### src/rtl/core/ggpm_pkg.sv
// ----------------------------------------------------------------------------
// ggpm_pkg
// Shared types, constants and palette tables for the gradient palette map.
// ----------------------------------------------------------------------------
package ggpm_pkg;

    localparam int unsigned PIX_W  = 8;
    localparam int unsigned SEG_W  = 3;
    localparam int unsigned PROD_W = 16;

    typedef logic [PIX_W-1:0] t_pix;
    typedef logic [SEG_W-1:0] t_seg;

    typedef struct packed {
        t_pix red;
        t_pix green;
        t_pix blue;
    } t_rgb;

    // segment indexes
    localparam t_seg SEG_0 = 3'd0;
    localparam t_seg SEG_1 = 3'd1;
    localparam t_seg SEG_2 = 3'd2;
    localparam t_seg SEG_3 = 3'd3;
    localparam t_seg SEG_4 = 3'd4;
    localparam t_seg SEG_5 = 3'd5;

    // segment start values
    localparam t_pix SEG_START_1 = 8'd51;
    localparam t_pix SEG_START_2 = 8'd102;
    localparam t_pix SEG_START_3 = 8'd153;
    localparam t_pix SEG_START_4 = 8'd204;

    localparam t_pix BRIGHT_RST = 8'd200;

    // palette knot colors; knot k starts segment k, knot k+1 ends it
    function automatic t_rgb f_knot(input t_seg idx);
        t_rgb c;
        unique case (idx)
            SEG_0:   c = '{red: 8'd0,   green: 8'd100, blue: 8'd0};
            SEG_1:   c = '{red: 8'd85,  green: 8'd107, blue: 8'd47};
            SEG_2:   c = '{red: 8'd34,  green: 8'd139, blue: 8'd34};
            SEG_3:   c = '{red: 8'd46,  green: 8'd139, blue: 8'd87};
            SEG_4:   c = '{red: 8'd50,  green: 8'd205, blue: 8'd50};
            SEG_5:   c = '{red: 8'd154, green: 8'd205, blue: 8'd50};
            default: c = '{red: 8'd0,   green: 8'd0,   blue: 8'd0};
        endcase
        return c;
    endfunction

    // channels held at the start color: bit 0 red, bit 1 green, bit 2 blue
    function automatic logic [2:0] f_hold(input t_seg idx);
        logic [2:0] h;
        unique case (idx)
            SEG_2:   h = 3'b010;
            SEG_4:   h = 3'b110;
            default: h = 3'b000;
        endcase
        return h;
    endfunction

    // start value of a segment
    function automatic t_pix f_seg_start(input t_seg idx);
        t_pix s;
        unique case (idx)
            SEG_1:   s = SEG_START_1;
            SEG_2:   s = SEG_START_2;
            SEG_3:   s = SEG_START_3;
            SEG_4:   s = SEG_START_4;
            default: s = 8'd0;
        endcase
        return s;
    endfunction

endpackage

### src/rtl/core/green_gradient_palette_map.sv
// ----------------------------------------------------------------------------
// green_gradient_palette_map
// Maps an 8-bit pixel intensity to a forest-green palette color.
// ----------------------------------------------------------------------------
//
//  channel   | direction | ports                         | handshake
//  ----------+-----------+-------------------------------+---------------------
//  request   | in        | i_intensity                   | start && !busy
//  result    | out       | o_red, o_green, o_blue        | o_strobe, one cycle
//  config    | in        | i_cfg_wdata (brightness)      | i_cfg_we
//
//  A request is taken every clock; busy stays low, the pipeline never fills.
//  o_strobe is high while the color it marks is on o_red, o_green and o_blue;
//  each request passes the registers r_s1_v, r_s2_t, r_c, r_p and r_q in turn.
//  Stages: contrast stretch, segment select, blend, brightness product, /255.
//  Synchronous active-low reset clears the valid bits and loads brightness 200.
//  The receiver cannot stall, so nothing holds; valid bits just advance.
//
module green_gradient_palette_map
    import ggpm_pkg::*;
(
    input  logic i_clk,
    input  logic i_rst_n,
    input  logic start,
    output logic busy,
    input  t_pix i_intensity,
    input  logic i_cfg_we,
    input  t_pix i_cfg_wdata,
    output logic o_strobe,
    output t_pix o_red,
    output t_pix o_green,
    output t_pix o_blue
);

    localparam int unsigned STAGES = 5;

    logic [STAGES-1:0] r_vld;
    logic [STAGES-1:0] n_vld;
    t_pix              r_bright;

    // stage 1: contrast stretch about 128, factor 9/4, truncate toward zero
    logic signed [8:0]  w_d;
    logic signed [12:0] w_m;
    logic signed [12:0] w_q;
    logic signed [12:0] w_s;
    t_pix               n_s1_v;
    t_pix               r_s1_v;

    // stage 2: segment and position inside it
    t_seg               n_s2_seg;
    t_seg               r_s2_seg;
    t_pix               w_off;
    t_pix               n_s2_t;
    t_pix               r_s2_t;

    // lane inputs
    t_rgb               w_ka;
    t_rgb               w_kb;
    logic [2:0]         w_hold;

    assign busy = 1'b0;

    always_comb begin
        w_d = $signed({1'b0, i_intensity}) - 9'sd128;
        w_m = ($signed({{4{w_d[8]}}, w_d}) <<< 3) + $signed({{4{w_d[8]}}, w_d});
        // bias negatives by 3 so the shift rounds toward zero
        w_q = w_m[12] ? ((w_m + 13'sd3) >>> 2) : (w_m >>> 2);
        w_s = 13'sd128 + w_q;
        priority if (w_s < 13'sd0) begin
            n_s1_v = 8'd0;
        end else if (w_s > 13'sd255) begin
            n_s1_v = 8'd255;
        end else begin
            n_s1_v = w_s[7:0];
        end
    end

    always_comb begin
        priority if (r_s1_v >= SEG_START_4) begin
            n_s2_seg = SEG_4;
        end else if (r_s1_v >= SEG_START_3) begin
            n_s2_seg = SEG_3;
        end else if (r_s1_v >= SEG_START_2) begin
            n_s2_seg = SEG_2;
        end else if (r_s1_v >= SEG_START_1) begin
            n_s2_seg = SEG_1;
        end else begin
            n_s2_seg = SEG_0;
        end
        // offset is at most 51, so times five stays in 8 bits
        w_off  = r_s1_v - f_seg_start(n_s2_seg);
        n_s2_t = {w_off[5:0], 2'b00} + w_off;
    end

    always_comb begin
        w_ka   = f_knot(r_s2_seg);
        w_kb   = f_knot(r_s2_seg + SEG_1);
        w_hold = f_hold(r_s2_seg);
    end

    // advance valid bits one stage per clock
    assign n_vld = {r_vld[STAGES-2:0], start & ~busy};

    always_ff @(posedge i_clk) begin
        if (!i_rst_n) begin
            r_vld    <= '0;
            r_bright <= BRIGHT_RST;
        end else begin
            r_vld <= n_vld;
            if (i_cfg_we) begin
                r_bright <= i_cfg_wdata;
            end
        end
    end

    always_ff @(posedge i_clk) begin
        r_s1_v   <= n_s1_v;
        r_s2_seg <= n_s2_seg;
        r_s2_t   <= n_s2_t;
    end

    ggpm_channel u_red (
        .i_clk    (i_clk),
        .i_a      (w_ka.red),
        .i_b      (w_kb.red),
        .i_hold   (w_hold[0]),
        .i_t      (r_s2_t),
        .i_bright (r_bright),
        .o_c      (o_red)
    );

    ggpm_channel u_green (
        .i_clk    (i_clk),
        .i_a      (w_ka.green),
        .i_b      (w_kb.green),
        .i_hold   (w_hold[1]),
        .i_t      (r_s2_t),
        .i_bright (r_bright),
        .o_c      (o_green)
    );

    ggpm_channel u_blue (
        .i_clk    (i_clk),
        .i_a      (w_ka.blue),
        .i_b      (w_kb.blue),
        .i_hold   (w_hold[2]),
        .i_t      (r_s2_t),
        .i_bright (r_bright),
        .o_c      (o_blue)
    );

    assign o_strobe = r_vld[STAGES-1];

    // every request yields a strobe once it leaves the last stage
    a_req_to_strobe: assert property (@(posedge i_clk) disable iff (!i_rst_n)
        (start && !busy) |-> ##5 o_strobe)
        else $error("request without a result five cycles later");

    // no strobe without a request
    a_strobe_has_req: assert property (@(posedge i_clk) disable iff (!i_rst_n)
        o_strobe |-> $past(start && !busy, 5))
        else $error("result strobe without a matching request");

    // only the last segment reaches t above 250
    a_seg_span: assert property (@(posedge i_clk) disable iff (!i_rst_n)
        (r_vld[1] && r_s2_seg != SEG_4) |-> (r_s2_t <= 8'd250))
        else $error("segment position out of range");

    // the stretch leaves the midpoint where it is
    a_mid_fixed: assert property (@(posedge i_clk) disable iff (!i_rst_n)
        (start && i_intensity == 8'd128) |=> (r_s1_v == 8'd128))
        else $error("contrast stretch moved the midpoint");

endmodule

### src/rtl/core/ggpm_channel.sv
// ----------------------------------------------------------------------------
// ggpm_channel
// One color lane: blend between two knot colors, then scale by brightness/255.
// ----------------------------------------------------------------------------
module ggpm_channel
    import ggpm_pkg::*;
(
    input  logic i_clk,
    input  t_pix i_a,
    input  t_pix i_b,
    input  logic i_hold,
    input  t_pix i_t,
    input  t_pix i_bright,
    output t_pix o_c
);

    t_pix              w_tinv;
    logic [PROD_W:0]   w_blend;
    t_pix              n_c;
    t_pix              r_c;
    logic [PROD_W-1:0] n_p;
    logic [PROD_W-1:0] r_p;
    logic [PROD_W:0]   w_div;
    t_pix              n_q;
    t_pix              r_q;

    // blend stage
    always_comb begin
        w_tinv  = 8'd255 - i_t;
        w_blend = {1'b0, PROD_W'(i_a * w_tinv)} + {1'b0, PROD_W'(i_b * i_t)};
        n_c     = i_hold ? i_a : w_blend[PROD_W-1:8];
    end

    // brightness product
    assign n_p = PROD_W'(r_c * i_bright);

    // divide by 255: (p + 1 + (p >> 8)) >> 8 is exact for p up to 255*255
    always_comb begin
        w_div = {1'b0, r_p} + (PROD_W+1)'(1) + {9'd0, r_p[PROD_W-1:8]};
        n_q   = w_div[PROD_W-1:8];
    end

    always_ff @(posedge i_clk) begin
        r_c <= n_c;
        r_p <= n_p;
        r_q <= n_q;
    end

    assign o_c = r_q;

endmodule

### config.mk
export PLATFORM = sky130hd
export DESIGN_NAME = green_gradient_palette_map
export DESIGN_NICKNAME = d
export VERILOG_FILES = /design/src/rtl/core/ggpm_pkg.sv /design/src/rtl/core/green_gradient_palette_map.sv /design/src/rtl/core/ggpm_channel.sv
export SDC_FILE = /design/constraint.sdc
export NUM_CORES = 1
export LEC_CHECK = 0
export BUFFER_PORTS_ARGS = -buffer_cell sky130_fd_sc_hd__buf_4
export CAP_MARGIN = 20
export CORE_ASPECT_RATIO = 0.75
export CORE_UTILIZATION = 35
export CTS_CLUSTER_DIAMETER = 80
export DETAILED_ROUTE_END_ITERATION = 10
export GPL_TIMING_DRIVEN = 0
export PLACE_DENSITY = 0.53
export SYNTH_ARGS = -nofsm -noshare
export SYNTH_HDL_FRONTEND = slang
export SYNTH_SLANG_ARGS = --single-unit
### constraint.sdc
create_clock -name i_clk -period 21 [get_ports i_clk]
set_input_delay 4.2 -clock i_clk [delete_from_list [all_inputs] [get_ports i_clk]]
set_output_delay 4.2 -clock i_clk [all_outputs]
set_load 0.01 [all_outputs]
==> flow_summary.toml <==
[detailed_routing]
drt_wl_total_um = 58900
drt_iter0_markers = 921
vias_per_cell = 4.73
vias = 16000
postRouteAntennaNets = 0
met3WireLength_um = 5090
dr.max_layer_used = "met4"
drc = 0
drt_first_pass_iters = 5
wl_met2_um = 22900
wire_per_inst_um = 17.4
wl_met1_um = 29800

[cells_and_area]
finalNetCount = 3250
drive_above_1_share_pct = 5.30
area_delta_synth_final_pct = 9.04
reg_top3 = "u_blue.r_p: 16 flops, u_green.r_p: 16 flops, u_red.r_p: 16 flops"
num_antenna_cells = 0

[sta]
finalMaxSlewViolations = 0
setup_tns_ns = 0
worst_pin_slew_ns = 1.11
rsz0062_at_grt = "no"
slew_headroom_pct = 26.0
min_period_ns = 9.77
fin_crit_sh_pct = 46.5
hold_violations = 0
timing.fmax_mhz = 102
finalClockSkew_ns = 0.0198
setup_viol_count_final = 0

[job]
drv_cap = 0

[yosys]
async_reset_ff_share_pct = 0
synthDistinctLibCells = 64
synth_top_area_share_pct = 32.8
synth_most_common_cell = "inv_1"
synth_edf_count = 0
syn_avg_cell_area_sq_um = 9.10
synth.ff_latch_count = 128
synth_top_cells_by_area = "fa_1 33%, ha_1 19%, dfxtp_1 11%"
yosysTopAreaCell = "fa_1"
synthCells = 2453
synth_commonest_cells = "582 x inv_1, 366 x fa_1, 346 x ha_1"
synth.cell_area_sq_um = 22300
synthFlopType = "dfxtp_1"
synthesis.nets = 3185
synth_warnings = 0
ys_seq_area_share_pct = 11.5

[global_route]
grt_max_degree = 17
gr-total-overflow = 0
grt_pass1_wl_um = 94400
grt_pass1_vias = 16800
antenna_found_initial = 1
grtUsageTotal_pct = 19.2

[clock_tree]
cts-root-buf = "clkbuf_16"
numCtsBuffers = 17
cts_num_sinks = 128
clockBufferDepth = 2
cts_resized = 0
htreeDepth = 4
clk_latency_ns = 0.46
cts_tree = "done"
clk_pin_slew_worst_paths_ns = 0.07
postCtsSetupBuffers = 0
hold_buffers = 0

[floorplan]
start_util_pct = 35.7
pin_count = 46
die_h_um = 221
rows = 79
chipWidth_um = 294
placeableCoreArea_sq_um = 62600
die_area_sq_um = 64800

[min_path]
hp-class = "reg -> reg"

[setup_path]
crit_slowest_cell = "a211oi_1"
worst_setup_path_end_kind = "flip-flop"
startpoint_type = "flip-flop"
cp_data_arrival_time_ns = 10.03
required_ns = 21.26
critPathMaxFanout = 10
cpMostUsedCell = "fa_1"
max_stage_delay_ns = 0.72
critPathKind = "reg -> reg"

[place]
post-dp-hpwl_um = 50800
port_buffers = 43
place_congestion = 0.997

[outcome]
status = "finished, final reports clean"
-- kinds of logic after synthesis --
family | after synthesis | share of synthesized area (%)
AOI/OAI and AO/OA | 216 | 6.27
DFF | 128 | 11.5
buffers and inverters | 639 | 10.8
xor gates and xnor gates | 109 | 4.28
muxes | 10 | 0.448
and+or+nand+nor | 637 | 14.5
other | 1 | 0.0168
adders and majority gates | 713 | 52.2
-- cells in the final DEF (no fill, tap or decap), types with 15 or more instances in the layout --
| cell type | netlist | routed |
|---|---|---|
| clkbuf_1 | 53 | 54 |
| xnor2_1 | 81 | 81 |
| and2_1 | 168 | 168 |
| buf_4 | 1 | 45 |
| o21a_1 | 27 | 27 |
| fa_1 | 366 | 366 |
| nand2_1 | 176 | 176 |
| a21oi_1 | 61 | 61 |
| clkbuf_16 | 0 | 17 |
| nor3_1 | 23 | 23 |
| ha_1 | 346 | 346 |
| dfxtp_1 | 128 | 128 |
| nor2_1 | 120 | 120 |
| xor2_1 | 28 | 28 |
| nand2b_1 | 23 | 23 |
| inv_1 | 582 | 582 |
| nor2b_1 | 31 | 31 |
| and3_1 | 15 | 15 |
| o21ai_0 | 51 | 51 |
| or2_2 | 39 | 39 |
-- per-layer routing --
| layer | track usage, % | vias up |
|---|---|---|
| li1 | - | 7634 |
| met5 | 0.370 | - |
| met3 | 5.89 | 63 |
| met4 | 4.64 | 0 |
| met2 | 26.8 | 424 |
| met1 | 28.6 | 7879 |
-- final cells by class --
cell class              count  area [sq um]
clock inverters            13           185
plain buffers              56           214
fillers                  6288         38200
multi-input cells        1686         17400
flip-flops and latches    128          2560
inverters                 583          2190
repair buffers             46           340
well taps                 850          1060
clock buffers              18           429
-- worst max-delay path: cells and delay by family (launching register included) --
kind,cells,cell delay [ns]
buf+inv,7,2.07
simple gates,4,0.94
flops,1,0.40
compound gates,6,2.35
fa+ha+maj,8,3.80
-- through the flow --
| step | utilization (%) | std cells | worst slack (ns) | hold WS [ns] | cell area, sq um |
|---|---|---|---|---|---|
| after floorplan | - | 2453 | 13.66 | 0.406 | 22300 |
| after global placement | 37.9 | 3346 | 11.51 | 0.412 | 23700 |
| after detailed placement | 37.9 | 3347 | 11.53 | 0.410 | 23700 |
| after CTS | 38.9 | 3378 | 11.49 | 0.430 | 24300 |
| after global routing | 38.9 | 3380 | 10.80 | 0.454 | 24300 |
| final | 38.9 | 3380 | 11.24 | 0.429 | 24300 |
-- final timing paths --
check / slack, ns / cells past startpoint / startpoint / endpoint
setup reg to reg: 11.24 / 25 / r_s2_seg[2] / u_green.r_c[6]
hold reg to reg: 0.43 / 1 / r_vld[2] / r_vld[3]
hold / removal: 0.43 / 1 / r_vld[2] / r_vld[3]
setup / recovery: 11.24 / 25 / r_s2_seg[2] / u_green.r_c[6]
Power is not shown: default switching activity piles up to over one toggle a cycle in this logic, so the estimate is an artifact.
